===== config.mk =====
export PLATFORM = sky130hd
export DESIGN_NAME = length_prefixed_deframer_flat
export DESIGN_NICKNAME = d
export VERILOG_FILES = /design/src/ldf_pkg.sv /design/src/ldf_rx_if.sv /design/src/ldf_res_if.sv /design/src/length_prefixed_deframer.sv /design/src/ldf_parser.sv /design/src/ldf_out_stage.sv /design/src/flat_wrapper.sv
export SDC_FILE = /design/constraint.sdc
export NUM_CORES = 1
export LEC_CHECK = 0
export BUFFER_PORTS_ARGS = -buffer_cell sky130_fd_sc_hd__buf_4
export CAP_MARGIN = 40
export CORE_AREA = 10 10 131 97
export DETAILED_ROUTE_END_ITERATION = 7
export DIE_AREA = 0 0 141 107
export MAX_ROUTING_LAYER = met4
export PLACE_DENSITY_LB_ADDON = 0.1
export RECOVER_POWER = 50
export SETUP_SLACK_MARGIN = 0.5
export SYNTH_ARGS = -nofsm -noshare
export SYNTH_HDL_FRONTEND = slang
export SYNTH_SLANG_ARGS = --single-unit

===== constraint.sdc =====
create_clock -name clk -period 3.14 [get_ports clk]
set_input_delay 0.471 -clock clk [delete_from_list [all_inputs] [get_ports clk]]
set_output_delay 0.471 -clock clk [all_outputs]
set_load 0.01 [all_outputs]

===== src/ldf_pkg.sv =====
// ldf_pkg: shared types and constants for the length-prefixed deframer.
// No dependencies; every other file in src refers to it by scoped names.
package ldf_pkg;

  localparam int unsigned BYTE_W    = 8;
  localparam int unsigned LEN_W     = 16;
  localparam int unsigned CFG_IDX_W = 2;
  localparam int unsigned CFG_W     = 16;

  // Register indexes on the configuration port
  localparam logic [CFG_IDX_W-1:0] CFG_MARKER_TO_DEVICE = 2'd0;
  localparam logic [CFG_IDX_W-1:0] CFG_MARKER_TO_APP    = 2'd1;
  localparam logic [CFG_IDX_W-1:0] CFG_MAX_LENGTH       = 2'd2;

  // Register reset values
  localparam logic [BYTE_W-1:0] MARKER_TO_DEVICE_RST = 8'h01;
  localparam logic [BYTE_W-1:0] MARKER_TO_APP_RST    = 8'h02;
  localparam logic [LEN_W-1:0]  MAX_LENGTH_RST       = 16'hFFFF;

  typedef enum logic [1:0] {
    PH_HUNT    = 2'd0,
    PH_LEN_LO  = 2'd1,
    PH_LEN_HI  = 2'd2,
    PH_PAYLOAD = 2'd3
  } phase_t;

  typedef struct packed {
    logic [BYTE_W-1:0] marker_to_device;
    logic [BYTE_W-1:0] marker_to_app;
    logic [LEN_W-1:0]  max_length;
  } ldf_cfg_t;

  typedef struct packed {
    logic              valid;
    logic [BYTE_W-1:0] payload_byte;
    logic              frame_last;
    logic              frame_empty;
  } ldf_result_t;

endpackage


===== src/ldf_rx_if.sv =====
// ldf_rx_if: input channel of the deframer, one received byte per item.
// Depends on ldf_pkg for the byte width.
interface ldf_rx_if;
  logic                      valid;
  logic                      ready;
  logic [ldf_pkg::BYTE_W-1:0] rx_byte;

  modport source (output valid, output rx_byte, input ready);
  modport sink   (input valid, input rx_byte, output ready);
endinterface


===== src/ldf_res_if.sv =====
// ldf_res_if: result channel of the deframer, one payload byte and flags per item.
// Depends on ldf_pkg for the byte width.
interface ldf_res_if;
  logic                      valid;
  logic                      ready;
  logic [ldf_pkg::BYTE_W-1:0] payload_byte;
  logic                      frame_last;
  logic                      frame_empty;

  modport source (output valid, output payload_byte, output frame_last,
                  output frame_empty, input ready);
  modport sink   (input valid, input payload_byte, input frame_last,
                  input frame_empty, output ready);
endinterface


===== src/length_prefixed_deframer.sv =====
// length_prefixed_deframer: top level; input register, frame parser, result register.
// Depends on ldf_pkg, ldf_rx_if, ldf_res_if, ldf_parser and ldf_out_stage.
//
//   port     dir  handshake         carries
//   rx       in   valid/ready       rx_byte (8 bits)
//   res      out  valid/ready       payload_byte (8), frame_last, frame_empty
//   cfg_*    in   cfg_we, no ready  cfg_index (2), cfg_data (16)
//
// One item a cycle unless rx stalls: a byte waits in the input register while the
// parser state machine works on it, and any result is written into the result
// register as the parser steps on that byte. Each result passes the input register
// and then the result register before it can leave on res.
// rx stalls only when a byte that yields a result meets a full result
// register whose item is not being taken.
// Synchronous active-high rst clears the parser, both valid flags and the
// configuration registers to their defaults.
module length_prefixed_deframer (
  input  logic                           clk,
  input  logic                           rst,
  ldf_rx_if.sink                         rx,
  ldf_res_if.source                      res,
  input  logic                           cfg_we,
  input  logic [ldf_pkg::CFG_IDX_W-1:0]  cfg_index,
  input  logic [ldf_pkg::CFG_W-1:0]      cfg_data
);

  ldf_pkg::ldf_cfg_t            cfg;
  ldf_pkg::ldf_result_t         result;

  logic                         in_valid;
  logic [ldf_pkg::BYTE_W-1:0]   in_byte;
  logic                         step;
  logic                         out_space;

  // Configuration registers; out-of-range indexes are dropped
  always_ff @(posedge clk) begin
    if (rst) begin
      cfg.marker_to_device <= ldf_pkg::MARKER_TO_DEVICE_RST;
      cfg.marker_to_app    <= ldf_pkg::MARKER_TO_APP_RST;
      cfg.max_length       <= ldf_pkg::MAX_LENGTH_RST;
    end else if (cfg_we) begin
      case (cfg_index)
        ldf_pkg::CFG_MARKER_TO_DEVICE: cfg.marker_to_device <= cfg_data[ldf_pkg::BYTE_W-1:0];
        ldf_pkg::CFG_MARKER_TO_APP:    cfg.marker_to_app    <= cfg_data[ldf_pkg::BYTE_W-1:0];
        ldf_pkg::CFG_MAX_LENGTH:       cfg.max_length       <= cfg_data[ldf_pkg::LEN_W-1:0];
        default: ;
      endcase
    end
  end

  // Advance the held byte unless it yields a result with nowhere to go
  assign step     = in_valid && (!result.valid || out_space);
  assign rx.ready = !in_valid || step;

  // Input register: hold the byte until the parser advances on it
  always_ff @(posedge clk) begin
    if (rst) begin
      in_valid <= 1'b0;
    end else if (rx.ready) begin
      in_valid <= rx.valid;
    end
  end

  always_ff @(posedge clk) begin
    if (rx.ready && rx.valid) begin
      in_byte <= rx.rx_byte;
    end
  end

  ldf_parser u_parser (
    .clk     (clk),
    .rst     (rst),
    .step    (step),
    .in_byte (in_byte),
    .cfg     (cfg),
    .result  (result)
  );

  ldf_out_stage u_out (
    .clk    (clk),
    .rst    (rst),
    .load   (step && result.valid),
    .result (result),
    .space  (out_space),
    .res    (res)
  );

  a_empty_is_last: assert property (@(posedge clk) disable iff (rst)
    (res.valid && res.frame_empty) |-> (res.frame_last && (res.payload_byte == '0)))
    else $error("empty frame result not flagged last or carries data");

  a_no_overwrite: assert property (@(posedge clk) disable iff (rst)
    (res.valid && !res.ready && step) |-> !result.valid)
    else $error("result register overwritten while held");

  a_stalled_byte_held: assert property (@(posedge clk) disable iff (rst)
    (in_valid && !step) |=> (in_valid && $stable(in_byte)))
    else $error("stalled input byte lost");

endmodule


===== src/ldf_parser.sv =====
// ldf_parser: frame state machine; works on one registered byte when stepped.
// Depends on ldf_pkg (phase_t, ldf_cfg_t, ldf_result_t).
module ldf_parser (
  input  logic                        clk,
  input  logic                        rst,
  input  logic                        step,
  input  logic [ldf_pkg::BYTE_W-1:0]  in_byte,
  input  ldf_pkg::ldf_cfg_t           cfg,
  output ldf_pkg::ldf_result_t        result
);

  ldf_pkg::phase_t              phase, phase_next;
  logic [ldf_pkg::BYTE_W-1:0]   length_low, length_low_next;
  logic [ldf_pkg::LEN_W-1:0]    bytes_left, bytes_left_next;

  logic                         byte_is_marker;
  logic                         low_is_marker;
  logic [ldf_pkg::LEN_W-1:0]    frame_len;

  assign byte_is_marker = (in_byte == cfg.marker_to_device) ||
                          (in_byte == cfg.marker_to_app);
  assign low_is_marker  = (length_low == cfg.marker_to_device) ||
                          (length_low == cfg.marker_to_app);
  assign frame_len      = {in_byte, length_low};

  always_ff @(posedge clk) begin
    if (rst) begin
      phase      <= ldf_pkg::PH_HUNT;
      length_low <= '0;
      bytes_left <= '0;
    end else if (step) begin
      phase      <= phase_next;
      length_low <= length_low_next;
      bytes_left <= bytes_left_next;
    end
  end

  always_comb begin
    phase_next          = phase;
    length_low_next     = length_low;
    bytes_left_next     = bytes_left;
    result.valid        = 1'b0;
    result.payload_byte = '0;
    result.frame_last   = 1'b0;
    result.frame_empty  = 1'b0;
    case (phase)
      ldf_pkg::PH_HUNT: begin
        if (byte_is_marker) begin
          phase_next = ldf_pkg::PH_LEN_LO;
        end
      end
      ldf_pkg::PH_LEN_LO: begin
        length_low_next = in_byte;
        phase_next      = ldf_pkg::PH_LEN_HI;
      end
      ldf_pkg::PH_LEN_HI: begin
        if (frame_len > cfg.max_length) begin
          // false marker: resync on the length bytes
          if (low_is_marker) begin
            length_low_next = in_byte;
            phase_next      = ldf_pkg::PH_LEN_HI;
          end else if (byte_is_marker) begin
            phase_next = ldf_pkg::PH_LEN_LO;
          end else begin
            phase_next = ldf_pkg::PH_HUNT;
          end
        end else if (frame_len == '0) begin
          phase_next         = ldf_pkg::PH_HUNT;
          result.valid       = 1'b1;
          result.frame_last  = 1'b1;
          result.frame_empty = 1'b1;
        end else begin
          bytes_left_next = frame_len;
          phase_next      = ldf_pkg::PH_PAYLOAD;
        end
      end
      ldf_pkg::PH_PAYLOAD: begin
        result.valid        = 1'b1;
        result.payload_byte = in_byte;
        if (bytes_left <= ldf_pkg::LEN_W'(1)) begin
          bytes_left_next   = '0;
          phase_next        = ldf_pkg::PH_HUNT;
          result.frame_last = 1'b1;
        end else begin
          bytes_left_next = bytes_left - ldf_pkg::LEN_W'(1);
        end
      end
      default: begin
        phase_next = ldf_pkg::PH_HUNT;
      end
    endcase
  end

  a_payload_has_bytes: assert property (@(posedge clk) disable iff (rst)
    (phase == ldf_pkg::PH_PAYLOAD) |-> (bytes_left != '0))
    else $error("payload phase with no bytes left");

endmodule


===== src/ldf_out_stage.sv =====
// ldf_out_stage: result register between the parser and the result channel.
// Depends on ldf_pkg (ldf_result_t) and ldf_res_if.
module ldf_out_stage (
  input  logic                  clk,
  input  logic                  rst,
  input  logic                  load,
  input  ldf_pkg::ldf_result_t  result,
  output logic                  space,
  ldf_res_if.source             res
);

  logic                         valid;
  logic [ldf_pkg::BYTE_W-1:0]   payload_byte;
  logic                         frame_last;
  logic                         frame_empty;

  // room when empty or when the held item leaves this cycle
  assign space = !valid || res.ready;

  always_ff @(posedge clk) begin
    if (rst) begin
      valid <= 1'b0;
    end else if (space) begin
      valid <= load;
    end
  end

  always_ff @(posedge clk) begin
    if (load && space) begin
      payload_byte <= result.payload_byte;
      frame_last   <= result.frame_last;
      frame_empty  <= result.frame_empty;
    end
  end

  assign res.valid        = valid;
  assign res.payload_byte = payload_byte;
  assign res.frame_last   = frame_last;
  assign res.frame_empty  = frame_empty;

endmodule

===== src/flat_wrapper.sv =====
// flat-port wrapper written by rule: the top's interface ports become plain ports
module length_prefixed_deframer_flat 
  (clk, rst, cfg_we, cfg_index, cfg_data, rx_valid, rx_rx_byte, rx_ready, res_valid, res_payload_byte, res_frame_last, res_frame_empty, res_ready);
  ldf_rx_if rx_i ();
  ldf_res_if res_i ();
  input  logic clk;
  input  logic rst;
  input  logic cfg_we;
  input  logic [ldf_pkg::CFG_IDX_W-1:0] cfg_index;
  input  logic [ldf_pkg::CFG_W-1:0] cfg_data;
  input wire logic [$bits(rx_i.valid)-1:0] rx_valid;
  input wire logic [$bits(rx_i.rx_byte)-1:0] rx_rx_byte;
  output wire logic [$bits(rx_i.ready)-1:0] rx_ready;
  output wire logic [$bits(res_i.valid)-1:0] res_valid;
  output wire logic [$bits(res_i.payload_byte)-1:0] res_payload_byte;
  output wire logic [$bits(res_i.frame_last)-1:0] res_frame_last;
  output wire logic [$bits(res_i.frame_empty)-1:0] res_frame_empty;
  input wire logic [$bits(res_i.ready)-1:0] res_ready;
  assign rx_i.valid = rx_valid;
  assign rx_i.rx_byte = rx_rx_byte;
  assign rx_ready = rx_i.ready;
  assign res_valid = res_i.valid;
  assign res_payload_byte = res_i.payload_byte;
  assign res_frame_last = res_i.frame_last;
  assign res_frame_empty = res_i.frame_empty;
  assign res_i.ready = res_ready;
  length_prefixed_deframer u_core (.clk(clk), .rst(rst), .rx(rx_i), .res(res_i), .cfg_we(cfg_we), .cfg_index(cfg_index), .cfg_data(cfg_data));
endmodule

==> results by group, run 1 <==
Critical path
  – Slowest library cell on the worst path: sky130_fd_sc_hd__a2111o_1
  – Endpoint type of the worst setup path: output pin
  – CP max FO: 4
  – Kind of start point of the critical path: flop
  – Data arrival time of the critical path: 2380 ps
  – Worst-path cell chain: ha_4 > nand4_1 > a2111o_1 > a31oi_4 > o21ai_2 > nand4_1 > buf_4
  – CP bufs+invs: 1
  – Most common cell on crit path: sky130_fd_sc_hd__nand4_1
  – CP required: 2670 ps
  – Largest stage delay on the critical path: ~520 ps
  – Type of the worst setup path: flop to output pin
  – Cell type group with the largest total delay on the critical path: compound AO/OA/AOI/OAI gates

STA
  – Post-Route Skew: approximately 5.5 ps
  – Worst-case headroom to the max-slew limit: approximately 14%
  – Measured slew at the worst slew-check pin: ~1300 ps
  – Setup repair after global routing missed its margin: true
  – Final worst slack: 290.3 ps
  – Sum Neg Setup Slack: 0 ps
  – Achievable frequency: 350.9 MHz
  – Portion of the clock cycle consumed by the worst path in the final layout: 90.76%
  – Count of final hold-check violations: 0
  – Max-slew violation total from the final report: 0
  – Number of endpoints failing setup at the final stage: 0
  – Post-layout minimum cycle time: 2850 ps

Power
  – Internal: between 1.5 and 2 mW
  – Leak: 2.228 nW
  – Comb power frac: 9.7%
  – Clock share of power: 46.3%
  – Power share of the sequential group: 44.1%
  – Psw: 563.5 uW
  – Power density over the cells: 467.9 nW/um^2
  – Switching share of total power: ~23%
  – Peak supply drop: ~0.32 mV

Die
  – Width of the chip: ~140 um
  – Total die area: around 15000 sq um
  – Core Footprint: approximately 10000 sq um
  – I/O Pins: between 40 and 50
  – Die height: 107 um
  – Initial standard-cell utilization of the core: 41.00%
  – Number of placement rows: 31

Place
  – Sum of net half-perimeters after detailed placement: roughly 8600 um
  – Setup slack at placement: 133.6 ps
  – Routability congestion estimate: 0.8518
  – Total of buffers placed on input and output ports: 42

Global route
  – Pin count of the biggest net entering global routing: 63
  – Number of antenna violations at the first check in global routing: 0
  – Congestion Overflow GR: 0
  – Via count of the first global-routing pass: 3418
  – Global-route usage over all layers: 16.10%
  – First-pass GRT wire length: ~19000 um

Routing
  – Per-cell routed wire length: 18.34 um
  – Residual antenna-violating net count after detailed routing: 0
  – Via count: 3643
  – Total Wirelength: ~12000 um
  – Vias/cell: roughly 5.6
  – Number of remaining DRC errors: 0
  – TritonRoute pass-1 iters: 5
  – Starting DRT DRC Count: 283

Finish
  – Number of inserted diodes: 0
  – Number of nets in the layout: 567
  – End-of-flow core utilization: about 50%
  – Number of filler cells placed in the layout: 1004
  – Area overhead of the layout relative to synthesis: 24.98%
  – Proportion of layout cells with a drive suffix above 1: 19.50%

Synthesis
  – Main combinational cell family by area after synthesis: simple AND/OR/NAND/NOR gates
  – Number of warnings reported in the yosys synthesis log: 0
  – Number of enable flip-flop cells after synthesis: 18
  – Post-Synthesis Net Count: 503
  – Fraction of synthesized cell area taken by the top area cell type: 28.83%
  – Compound-cell area share of the yosys netlist: 15.68%
  – Most common flop cell mapped by yosys: sky130_fd_sc_hd__dfxtp_1
  – Async set-reset flop share out of synthesis: 0%
  – Instance count of the mapped netlist: 454
  – Xor/xnor cell area share of the yosys netlist: 7.778%
  – Area share of fa/ha/maj cells after synthesis: under 10%
  – Post-synth design cell area: 4166 sq um
  – Top post-synthesis cells by area: sky130_fd_sc_hd__dfxtp_1 (29%), sky130_fd_sc_hd__edfxtp_1 (13%), sky130_fd_sc_hd__ha_1 (5.4%)
  – Number of synthesized register bits: 78
  – Avg Synthesized Cell Area: slightly above 9 sq um
  – Mux cell area share after synthesis: ~5.3%
  – Cell type with the largest total area after synthesis: sky130_fd_sc_hd__dfxtp_1
  – Share of synthesized cell area in and, or, nand and nor gates: 19.22%
  – Synth unique cells: 54
  – Share of the yosys chip area belonging to registers: 41.80%

CTS
  – CTS H-tree depth: 3
  – Clk_lat worst skew: approximately 340 ps
  – CTS tree: yes
  – Max Root-Sink Buffers: 2
  – Root cell of the clock tree: sky130_fd_sc_hd__clkbuf_16
  – Num Clock Sinks: 78
  – TritonCTS buffer count: 9
  – Clock transition at the registers of the reported paths: about 60 ps
  – Hold buffer count at CTS: 0

Hold path
  – Type of the worst min-delay path: input pin to flop

Outcome
  – Status: finished clean

Job
  – Number of max-cap violations: 0
cells by family after synthesis:
logic type,after synthesis
AND/OR/NAND/NOR,161
AO/OA/AOI/OAI,87
flip-flops,78
buffers and inverters,51
XOR/XNOR,37
multiplexers,22
adder cells (fa/ha/maj),18
layer usage:
metal / GRT usage [%] / up-vias / wire, um
met5: - / - / 0
met4: 5.000 / 0 / 123
met3: 3.792 / 12 / 672
met2: 22.50 / 109 / 5152
met1: 22.31 / 1761 / 6064
li1: - / 1761 / -
final timing paths:
| check | startpoint | endpoint | slack [ps] | cells after the start |
|---|---|---|---|---|
| min | cfg_data[13] | u_core.cfg[13]$_SDFFE_PP1P_ | 320 | 2 |
| max | u_core.in_byte[3]$_DFFE_PP_ | rx_ready | 290 | 7 |
| min reg2reg | u_core.u_parser.bytes_left[13]$_SDFFE_PP0P_ | u_core.u_parser.bytes_left[13]$_SDFFE_PP0P_ | 500 | 2 |
| max reg2reg | u_core.in_byte[2]$_DFFE_PP_ | u_core.u_parser.bytes_left[14]$_SDFFE_PP0P_ | 370 | 11 |
placed cells by master, fill, tap and decap left out, types with 3 or more instances in the layout:
cell type                   netlist  routed
sky130_fd_sc_hd__nand3_1          8       8
sky130_fd_sc_hd__clkbuf_16        0       9
sky130_fd_sc_hd__a31oi_1          4       3
sky130_fd_sc_hd__a211o_1         17      17
sky130_fd_sc_hd__nand4_1         10      10
sky130_fd_sc_hd__ha_4             0       4
sky130_fd_sc_hd__buf_4            0      51
sky130_fd_sc_hd__and3_1           9       9
sky130_fd_sc_hd__nand2b_1         5       5
sky130_fd_sc_hd__xor2_1          19      19
sky130_fd_sc_hd__nor3_1          17      17
sky130_fd_sc_hd__o21ai_0         10       9
sky130_fd_sc_hd__nor2_1          59      58
sky130_fd_sc_hd__nor4_1          12      11
sky130_fd_sc_hd__dfxtp_1         60      60
sky130_fd_sc_hd__nor2b_1          3       3
sky130_fd_sc_hd__o32ai_1          3       3
sky130_fd_sc_hd__clkbuf_1        21      18
sky130_fd_sc_hd__nand2_1         23      23
sky130_fd_sc_hd__mux2i_1         22      22
sky130_fd_sc_hd__a21oi_1         20      20
sky130_fd_sc_hd__clkbuf_4         0       7
sky130_fd_sc_hd__ha_1            18      14
sky130_fd_sc_hd__a221oi_2         0       3
sky130_fd_sc_hd__inv_1           25      25
sky130_fd_sc_hd__edfxtp_1        18      18
sky130_fd_sc_hd__a211oi_1         8       7
sky130_fd_sc_hd__xnor2_1         18      18
sky130_fd_sc_hd__o31ai_1          4       4
state kept, by name (all words and copies together), names as in the netlist:
register,cells
u_core.u_parser.phase,2
u_core.u_out.res.payload_byte,8
u_core.in_valid,1
u_core.u_out.res.valid,1
u_core.u_out.res.frame_last,1
u_core.in_byte,8
u_core.cfg,32
u_core.u_out.res.frame_empty,1
u_core.u_parser.length_low,8
u_core.u_parser.bytes_left,16
layout make-up:
type                    instances  area (sq um)  share of cell area [%]
clock buffers                  10         239.0                   4.589
clock inverters                 6         85.08                   1.634
inverters                      25         93.84                   1.802
multi-input cells             325          2345                   45.03
flip-flops and latches         78          1742                   33.45
well taps                     132         165.2                   3.172
repair buffers                 79         538.0                   10.33
metrics by stage:
| step | hold slack (ps) | instance area (sq um) | instances | power (mW) |
|---|---|---|---|---|
| floorplan | 462.9 | 4169 | 454 | 1.216 |
| global placement | 484.4 | 4730 | 627 | 1.304 |
| detailed placement | 488.1 | 4730 | 627 | 1.309 |
| CTS | 290.7 | 5146 | 647 | 2.448 |
| global route | 312.9 | 5207 | 655 | 2.521 |
| finish | 324.0 | 5207 | 655 | 2.436 |
synth_stat cells (all sizes together), types with 3 or more instances:
cell type / count
nor2: 60
a21oi: 20
xor2: 19
xnor2: 18
and3: 9
buf: 5
a221oi: 5
o21ai: 11
ha: 18
dfxtp: 60
nand2: 24
nand3: 8
edfxtp: 18
clkbuf: 21
inv: 25
nor3: 17
nand4: 10
or4: 3
mux2i: 22
nor4: 12
a31oi: 5
a211oi: 9
o32ai: 3
nand2b: 5
a211o: 17
o31ai: 4
nor2b: 3
what timing repair did:
action                                  CTS  global route
buffers inserted                          4             8
pin swaps                                12            15
endpoints found under the setup margin   34            29
gates resized for setup                  12             9
power by group through the flow:
stage	Clock [mW]	Sequential, mW	Combinational, mW
floorplan	0	1.09	0.122
global route	1.19	1.08	0.257
finish	1.13	1.07	0.236
detailed placement	0	1.09	0.217
global placement	0	1.09	0.212
CTS	1.15	1.07	0.228
No activity file was read; power rests on OpenSTA's default activity.
==> inputs of run 2 (changes only) <==
- BUFFER_PORTS_ARGS: -buffer_cell sky130_fd_sc_hd__buf_4 -> unset
- DONT_BUFFER_PORTS: unset -> 1
==> run 2 against run 1 <==
Effect of this change: non-clock buffer count down 45; critical path depth stayed put; final cell count shrank 6.7%; sequential share of layout area rose by 2.3 points; clock skew fell by 1.6 ps; core utilization shrank 3.2 points; worst hold slack got worse by 110 ps; die area unchanged.
==> results by group, run 2 (synthesized netlist as in run 1, its figures left out) <==
Job
  – Number of max-cap violations: 0 (unchanged)

Finish
  – Register with the most flip-flops: u_core.cfg (unchanged)
  – Number of nets in the layout: 523 (was 567)
  – Leading registers by flop count: u_core.cfg (32), u_core.u_parser.bytes_left (16) (unchanged)
  – End-of-flow core utilization: 48.03% (was 51.24%)
  – Final instance area: 4881 sq um (was 5207 sq um)
  – Leading cell type in the layout, fill and taps excluded: sky130_fd_sc_hd__nor2_1 (was sky130_fd_sc_hd__dfxtp_1)
  – Max reg flops: 32 (unchanged)
  – Proportion of layout cells with a drive suffix above 1: 14.61% (was 19.50%)
  – Number of inserted diodes: 0 (unchanged)
  – Commonest non-fill, non-tap cells in the layout: sky130_fd_sc_hd__nor2_1 (58), sky130_fd_sc_hd__dfxtp_1 (57), sky130_fd_sc_hd__buf_4 (26) (was sky130_fd_sc_hd__dfxtp_1 (60), sky130_fd_sc_hd__nor2_1 (58), sky130_fd_sc_hd__buf_4 (51))
  – Area overhead of the layout relative to synthesis: 17.15% (was 24.98%)
  – Number of filler cells placed in the layout: 967 (was 1004)

Routing
  – Per-cell routed wire length: 19.52 um (was 18.34 um)
  – Number of remaining DRC errors: 0 (unchanged)
  – TritonRoute pass-1 iters: 5 (unchanged)
  – Total Wirelength: 11930 um (was 12010 um)
  – Vias/cell: 5.717 (was 5.562)
  – Starting DRT DRC Count: 418 (was 283)
  – Residual antenna-violating net count after detailed routing: 0 (unchanged)
  – Via count: 3493 (was 3643)

Critical path
  – Data arrival time of the critical path: 2340 ps (was 2380 ps)
  – Type of the worst setup path: flop to output pin (unchanged)
  – CP required: 2670 ps (about the same)
  – Kind of start point of the critical path: flop (unchanged)
  – R2R depth: 9 (was 11)
  – Endpoint type of the worst setup path: output pin (unchanged)
  – CP max FO: 4 (unchanged)
  – Start point of the critical path: u_core.in_byte[3]$_DFFE_PP_ (unchanged)
  – End point of the critical path: rx_ready (unchanged)
  – Register-to-Register Setup Slack: 340 ps (was 370 ps)
  – R2R Path End: u_core.u_parser.bytes_left[7]$_SDFFE_PP0P_ (was u_core.u_parser.bytes_left[14]$_SDFFE_PP0P_)
  – Worst R2R Start: u_core.in_byte[5]$_DFFE_PP_ (was u_core.in_byte[2]$_DFFE_PP_)

Die
  – Initial standard-cell utilization of the core: 41.00% (unchanged)
  – Number of placement rows: 31 (unchanged)
  – Width of the chip: 141 um (unchanged)
  – Core Footprint: 10160 sq um (unchanged)
  – Total die area: 15090 sq um (unchanged)
  – Die height: 107 um (unchanged)
  – I/O Pins: 43 (unchanged)

STA
  – Max-slew violation total from the final report: 0 (unchanged)
  – Sum Neg Setup Slack: 0 ps (unchanged)
  – Measured slew at the worst slew-check pin: 1057 ps (was 1289 ps)
  – Post-layout minimum cycle time: 2807 ps (was 2850 ps)
  – Count of final hold-check violations: 0 (unchanged)
  – Setup repair after global routing missed its margin: true (unchanged)
  – Achievable frequency: 356.2 MHz (was 350.9 MHz)
  – Portion of the clock cycle consumed by the worst path in the final layout: 89.40% (was 90.76%)
  – Post-Route Skew: 3.909 ps (was 5.499 ps)
  – Number of endpoints failing setup at the final stage: 0 (unchanged)
  – Worst-case headroom to the max-slew limit: 29.57% (was 14.04%)

Place
  – Total of buffers placed on input and output ports: 0 (was 42)
  – Sum of net half-perimeters after detailed placement: 8640 um (was 8556 um)
  – Cell area reported after detailed placement: 4422 sq um (was 4730 sq um)
  – Routability congestion estimate: 0.9050 (was 0.8518)

Power
  – Leak: 2.035 nW (was 2.228 nW)
  – Peak supply drop: 0.2619 mV (was 0.3245 mV)
  – Power density over the cells: 472.8 nW/um^2 (was 467.9 nW/um^2)

CTS
  – TritonCTS buffer count: 9 (unchanged)
  – Max Root-Sink Buffers: 2 (unchanged)
  – Clock transition at the registers of the reported paths: 60 ps (about the same)
  – Root cell of the clock tree: sky130_fd_sc_hd__clkbuf_16 (unchanged)
  – CTS tree: yes (unchanged)
  – Hold buffer count at CTS: 0 (unchanged)
  – Num Clock Sinks: 78 (unchanged)
  – CTS H-tree depth: 3 (unchanged)
  – Clk_lat worst skew: 340 ps (about the same)

Outcome
  – Status: finished clean (unchanged)

Global route
  – Congestion Overflow GR: 0 (unchanged)
  – GRT busiest layer: met1 (was met2)
  – Pin count of the biggest net entering global routing: 63 (unchanged)
  – Global-route usage over all layers: 16.11% (was 16.10%)
  – GR Util met2: 21.97% (was 22.50%)
  – Number of antenna violations at the first check in global routing: 0 (unchanged)
  – GR Layer Usage met1: 22.05% (was 22.31%)
  – Via count of the first global-routing pass: 3295 (was 3418)
  – First-pass GRT wire length: 18600 um (was 18710 um)
  – Global-route track usage on met3: 5.071% (was 3.792%)

Hold path
  – Type of the worst min-delay path: input pin to flop (unchanged)
-- run 2: cell types whose count changed in the layout (fill, tap and decap cells not counted), moves of 3 or more --
cell,before,now
sky130_fd_sc_hd__clkbuf_1,18,8
sky130_fd_sc_hd__dfxtp_1,60,57
sky130_fd_sc_hd__dfxtp_2,0,3
sky130_fd_sc_hd__buf_4,51,26
sky130_fd_sc_hd__clkbuf_4,7,1
-- run 2: how the worst min path moves through the flow --
stage                                                      startpoint                                           to  slack [ps]  depth (start not counted)
after floorplan           u_core.u_parser.bytes_left[13]$_SDFFE_PP0P_  u_core.u_parser.bytes_left[13]$_SDFFE_PP0P_         460                          2
after global placement    u_core.u_parser.bytes_left[13]$_SDFFE_PP0P_  u_core.u_parser.bytes_left[13]$_SDFFE_PP0P_         480                          2
after detailed placement  u_core.u_parser.bytes_left[13]$_SDFFE_PP0P_  u_core.u_parser.bytes_left[13]$_SDFFE_PP0P_         480                          2
after CTS                                                         rst   u_core.u_parser.bytes_left[8]$_SDFFE_PP0P_         190                          1
after global routing                                              rst   u_core.u_parser.bytes_left[8]$_SDFFE_PP0P_         190                          1
final                                                             rst   u_core.u_parser.bytes_left[2]$_SDFFE_PP0P_         210                          1
-- run 2: critical path, stage by stage (launching register included) --
cell                       delay, ps
sky130_fd_sc_hd__edfxtp_1        430
sky130_fd_sc_hd__ha_4            300
sky130_fd_sc_hd__nand4_1         190
sky130_fd_sc_hd__a2111o_1        490
sky130_fd_sc_hd__a31oi_4         240
sky130_fd_sc_hd__o21ai_2         100
sky130_fd_sc_hd__nand4_1         110
sky130_fd_sc_hd__buf_4           150
-- run 2: stage by stage --
step,cells,power (mW),worst slack (ps),hold WS (ps)
6_report,611,2.308,332.9,210.3
5_1_grt,611,2.395,185.0,189.0
4_1_cts,608,2.326,335.6,193.3
3_5_place_dp,585,1.264,250.4,475.3
3_3_place_gp,584,1.260,353.6,478.5
2_1_floorplan,454,1.216,513.2,462.9
-- run 2: area by class of cell --
type / count / area (sq um) / area share, %
clock buffers: 12 / 246.5 / 5.050
repair buffers: 34 / 236.5 / 4.845
multi-input cells: 326 / 2346 / 48.06
clock inverters: 4 / 47.55 / 0.9741
flip-flops and latches: 78 / 1745 / 35.76
well taps: 132 / 165.2 / 3.384
inverters: 25 / 93.84 / 1.923
-- run 2: repair_timing --
item                                    in CTS  in global routing
buffers inserted                             7                  2
endpoints found under the setup margin      26                 43
gates cloned                                 0                  1
pin swaps                                   15                  6
gates resized for setup                     15                  6
-- run 2: power by group --
group	internal (mW)	switching, mW
combinational	0.0880	0.105
clock	0.635	0.406
sequential	1.05	0.0213
-- run 2: layer usage --
layer,wire (um),part of all wire (%)
met1,5893,49
met2,4906,41
met3,946,7.9
met4,180,1.5
met5,0,0
==> inputs of run 3 (changes only) <==
- CTS_BUF_LIST: unset -> sky130_fd_sc_hd__clkbuf_8
==> run 3 against run 2 <==
Effect of this change: wire length shrank 0.43%; core utilization decreased by 0.73 points; first-iteration DRC count up 7.9%; clock power shrank 27%; cell area down 1.5%; via count is 0.92% lower; critical path type unchanged; clock skew is 2.9 ps higher; combinational power about the same.
==> results by group, run 3 (synthesized netlist as in run 1, its figures left out) <==
Die
  – Initial standard-cell utilization of the core: 41.00% (unchanged)
  – Number of placement rows: 31 (unchanged)
  – Core Footprint: 10160 sq um (unchanged)
  – Total die area: 15090 sq um (unchanged)
  – Width of the chip: 141 um (unchanged)
  – Die height: 107 um (unchanged)
  – I/O Pins: 43 (unchanged)

Global route
  – Via count of the first global-routing pass: 3251 (was 3295)
  – Congestion Overflow GR: 0 (unchanged)
  – Pin count of the biggest net entering global routing: 63 (unchanged)
  – Number of antenna violations at the first check in global routing: 0 (unchanged)
  – Global-route usage over all layers: 16.08% (was 16.11%)
  – First-pass GRT wire length: 18490 um (was 18600 um)

Routing
  – Vias/cell: 5.655 (was 5.717)
  – Number of remaining DRC errors: 0 (unchanged)
  – Residual antenna-violating net count after detailed routing: 0 (unchanged)
  – Total Wirelength: 11880 um (was 11930 um)
  – TritonRoute pass-1 iters: 5 (unchanged)
  – Starting DRT DRC Count: 451 (was 418)
  – Via count: 3461 (was 3493)
  – Per-cell routed wire length: 19.41 um (was 19.52 um)

STA
  – Post-Route Skew: 6.810 ps (was 3.909 ps)
  – Setup repair after global routing missed its margin: true (unchanged)
  – Count of final hold-check violations: 0 (unchanged)
  – Number of endpoints failing setup at the final stage: 0 (unchanged)
  – Max-slew violation total from the final report: 0 (unchanged)
  – Sum Neg Setup Slack: 0 ps (unchanged)
  – Fin Hold WS: 174.1 ps (was 210.3 ps)
  – Final worst slack: 319.3 ps (was 332.9 ps)
  – Worst-case headroom to the max-slew limit: 29.25% (was 29.57%)
  – Portion of the clock cycle consumed by the worst path in the final layout: 89.83% (was 89.40%)
  – Achievable frequency: 354.5 MHz (was 356.2 MHz)
  – Post-layout minimum cycle time: 2821 ps (was 2807 ps)
  – Measured slew at the worst slew-check pin: 1061 ps (was 1057 ps)

Critical path
  – Slowest library cell on the worst path: sky130_fd_sc_hd__edfxtp_1 (was sky130_fd_sc_hd__a2111o_1)
  – Register-to-Register Setup Slack: 340 ps (about the same)
  – Kind of start point of the critical path: flop (unchanged)
  – Type of the worst setup path: flop to output pin (unchanged)
  – CP max FO: 3 (was 4)
  – Cell type group with the largest total delay on the critical path: compound AO/OA/AOI/OAI gates (unchanged)
  – R2R Path End: u_core.u_parser.bytes_left[7]$_SDFFE_PP0P_ (unchanged)
  – CP bufs+invs: 1 (unchanged)
  – Worst-path cell chain: ha_1 > nand4_1 > nor2_1 > a221oi_4 > a31oi_4 > o21ai_2 > nand4_1 > buf_4 (was ha_4 > nand4_1 > a2111o_1 > a31oi_4 > o21ai_2 > nand4_1 > buf_4)
  – Largest stage delay on the critical path: 410 ps (was 490 ps)
  – Worst R2R Start: u_core.in_byte[7]$_DFFE_PP_ (was u_core.in_byte[5]$_DFFE_PP_)
  – Data arrival time of the critical path: 2350 ps (was 2340 ps)
  – Most common cell on crit path: sky130_fd_sc_hd__nand4_1 (unchanged)
  – Endpoint type of the worst setup path: output pin (unchanged)
  – R2R depth: 9 (unchanged)
  – CP required: 2670 ps (about the same)

Finish
  – Final instance area: 4807 sq um (was 4881 sq um)
  – Max reg flops: 32 (unchanged)
  – Number of nets in the layout: 524 (was 523)
  – Register with the most flip-flops: u_core.cfg (unchanged)
  – Proportion of layout cells with a drive suffix above 1: 15.00% (was 14.61%)
  – Area overhead of the layout relative to synthesis: 15.38% (was 17.15%)
  – Commonest non-fill, non-tap cells in the layout: sky130_fd_sc_hd__nor2_1 (58), sky130_fd_sc_hd__dfxtp_1 (56), sky130_fd_sc_hd__inv_1 (27), sky130_fd_sc_hd__buf_4 (27), sky130_fd_sc_hd__nand2_1 (23) (was sky130_fd_sc_hd__nor2_1 (58), sky130_fd_sc_hd__dfxtp_1 (57), sky130_fd_sc_hd__buf_4 (26))
  – Leading registers by flop count: u_core.cfg (32), u_core.u_parser.bytes_left (16) (unchanged)
  – Leading cell type in the layout, fill and taps excluded: sky130_fd_sc_hd__nor2_1 (unchanged)
  – Number of inserted diodes: 0 (unchanged)

Hold path
  – Type of the worst min-delay path: input pin to flop (unchanged)
  – Worst min-delay path endpoint: u_core.u_parser.bytes_left[13]$_SDFFE_PP0P_ (was u_core.u_parser.bytes_left[2]$_SDFFE_PP0P_)
  – Startpoint of the tightest hold check path: rst (unchanged)
  – Hold path depth: 1 (unchanged)

Place
  – Setup slack at placement: 250.4 ps (unchanged)
  – Routability congestion estimate: 0.9050 (unchanged)
  – Total of buffers placed on input and output ports: 0 (unchanged)
  – Sum of net half-perimeters after detailed placement: 8640 um (unchanged)
  – Cell area reported after detailed placement: 4422 sq um (unchanged)

Power
  – Power density over the cells: 420.5 nW/um^2 (was 472.8 nW/um^2)
  – Peak supply drop: 0.2403 mV (was 0.2619 mV)
  – Leak: 2.002 nW (was 2.035 nW)
  – Overall power: 2.021 mW (was 2.308 mW)

CTS
  – TritonCTS buffer count: 9 (unchanged)
  – Hold buffer count at CTS: 0 (unchanged)
  – Clk_lat worst skew: 360 ps (was 340 ps)
  – Clock transition at the registers of the reported paths: 80 ps (was 60 ps)
  – Max Root-Sink Buffers: 2 (unchanged)
  – Num Clock Sinks: 78 (unchanged)
  – Root cell of the clock tree: sky130_fd_sc_hd__clkbuf_8 (was sky130_fd_sc_hd__clkbuf_16)
  – CTS tree: yes (unchanged)
  – CTS H-tree depth: 3 (unchanged)

Outcome
  – Status: finished clean (unchanged)

Job
  – Number of max-cap violations: 0 (unchanged)
==> run 3: worst register-to-register path: cells and delay by family (launching register included) <==
family                     cells  cell delay, ps
and+or+nand+nor                5            1300
DFF                            1             440
AOI/OAI and AO/OA              2             410
adders and majority gates      1             310
buffers and inverters          1             210
==> run 3: per-stage QoR <==
| step | util [%] | cells |
|---|---|---|
| 2_1_floorplan | - | 454 |
| 3_3_place_gp | 43.36 | 584 |
| 3_5_place_dp | 43.51 | 585 |
| 4_1_cts | 46.68 | 608 |
| 5_1_grt | 47.30 | 612 |
| 6_report | 47.30 | 612 |
==> run 3: layout make-up <==
class                           count  area (sq um)
Clock buffer                       10         137.6
Clock inverter                      6         55.05
Fill cell                         980          5355
Inverter                           25         93.84
Multi-Input combinational cell    326          2362
Sequential cell                    78          1749
Tap cell                          132         165.2
Timing Repair Buffer               35         244.0
==> run 3: layer usage <==
layer  track usage (%)  vias up  part of all wire (%)
met1             22.34     1664                    49
met5                 -        -                     0
met2             21.93      108                    42
met4             4.559        0                   1.2
li1                  -     1678                     -
met3             4.630       11                   7.8
==> run 3: power by group <==
part,switching (mW),total [mW],internal [mW]
Clock,0.376,0.756,0.381
Combinational,0.105,0.194,0.0892
Sequential,0.0211,1.07,1.05
Total,0.502,2.02,1.52
==> run 3: repair_timing <==
item / 4_1_cts / 5_1_grt
setup endpoints to repair: 26 / 43
pin swaps: 15 / 7
resized for setup: 13 / 12
buffers inserted: 7 / 3
gates cloned: 0 / 1
==> run 3: worst max path at each step <==
stage                                                from                                              to  slack, ps  depth (start not counted)
2_1_floorplan                 u_core.in_byte[5]$_DFFE_PP_      u_core.u_out.res.frame_empty$_SDFFCE_PP0P_        510                          8
3_3_place_gp                  u_core.in_byte[6]$_DFFE_PP_                     u_core.in_byte[1]$_DFFE_PP_        350                          7
3_5_place_dp   u_core.u_parser.length_low[5]$_SDFFE_PP0P_  u_core.u_out.res.payload_byte[6]$_SDFFCE_PN0P_        250                          8
4_1_cts                       u_core.in_byte[2]$_DFFE_PP_                                        rx_ready        300                          8
5_1_grt                       u_core.in_byte[6]$_DFFE_PP_      u_core.u_parser.bytes_left[7]$_SDFFE_PP0P_        180                          9
6_report                      u_core.in_byte[2]$_DFFE_PP_                                        rx_ready        320                          8
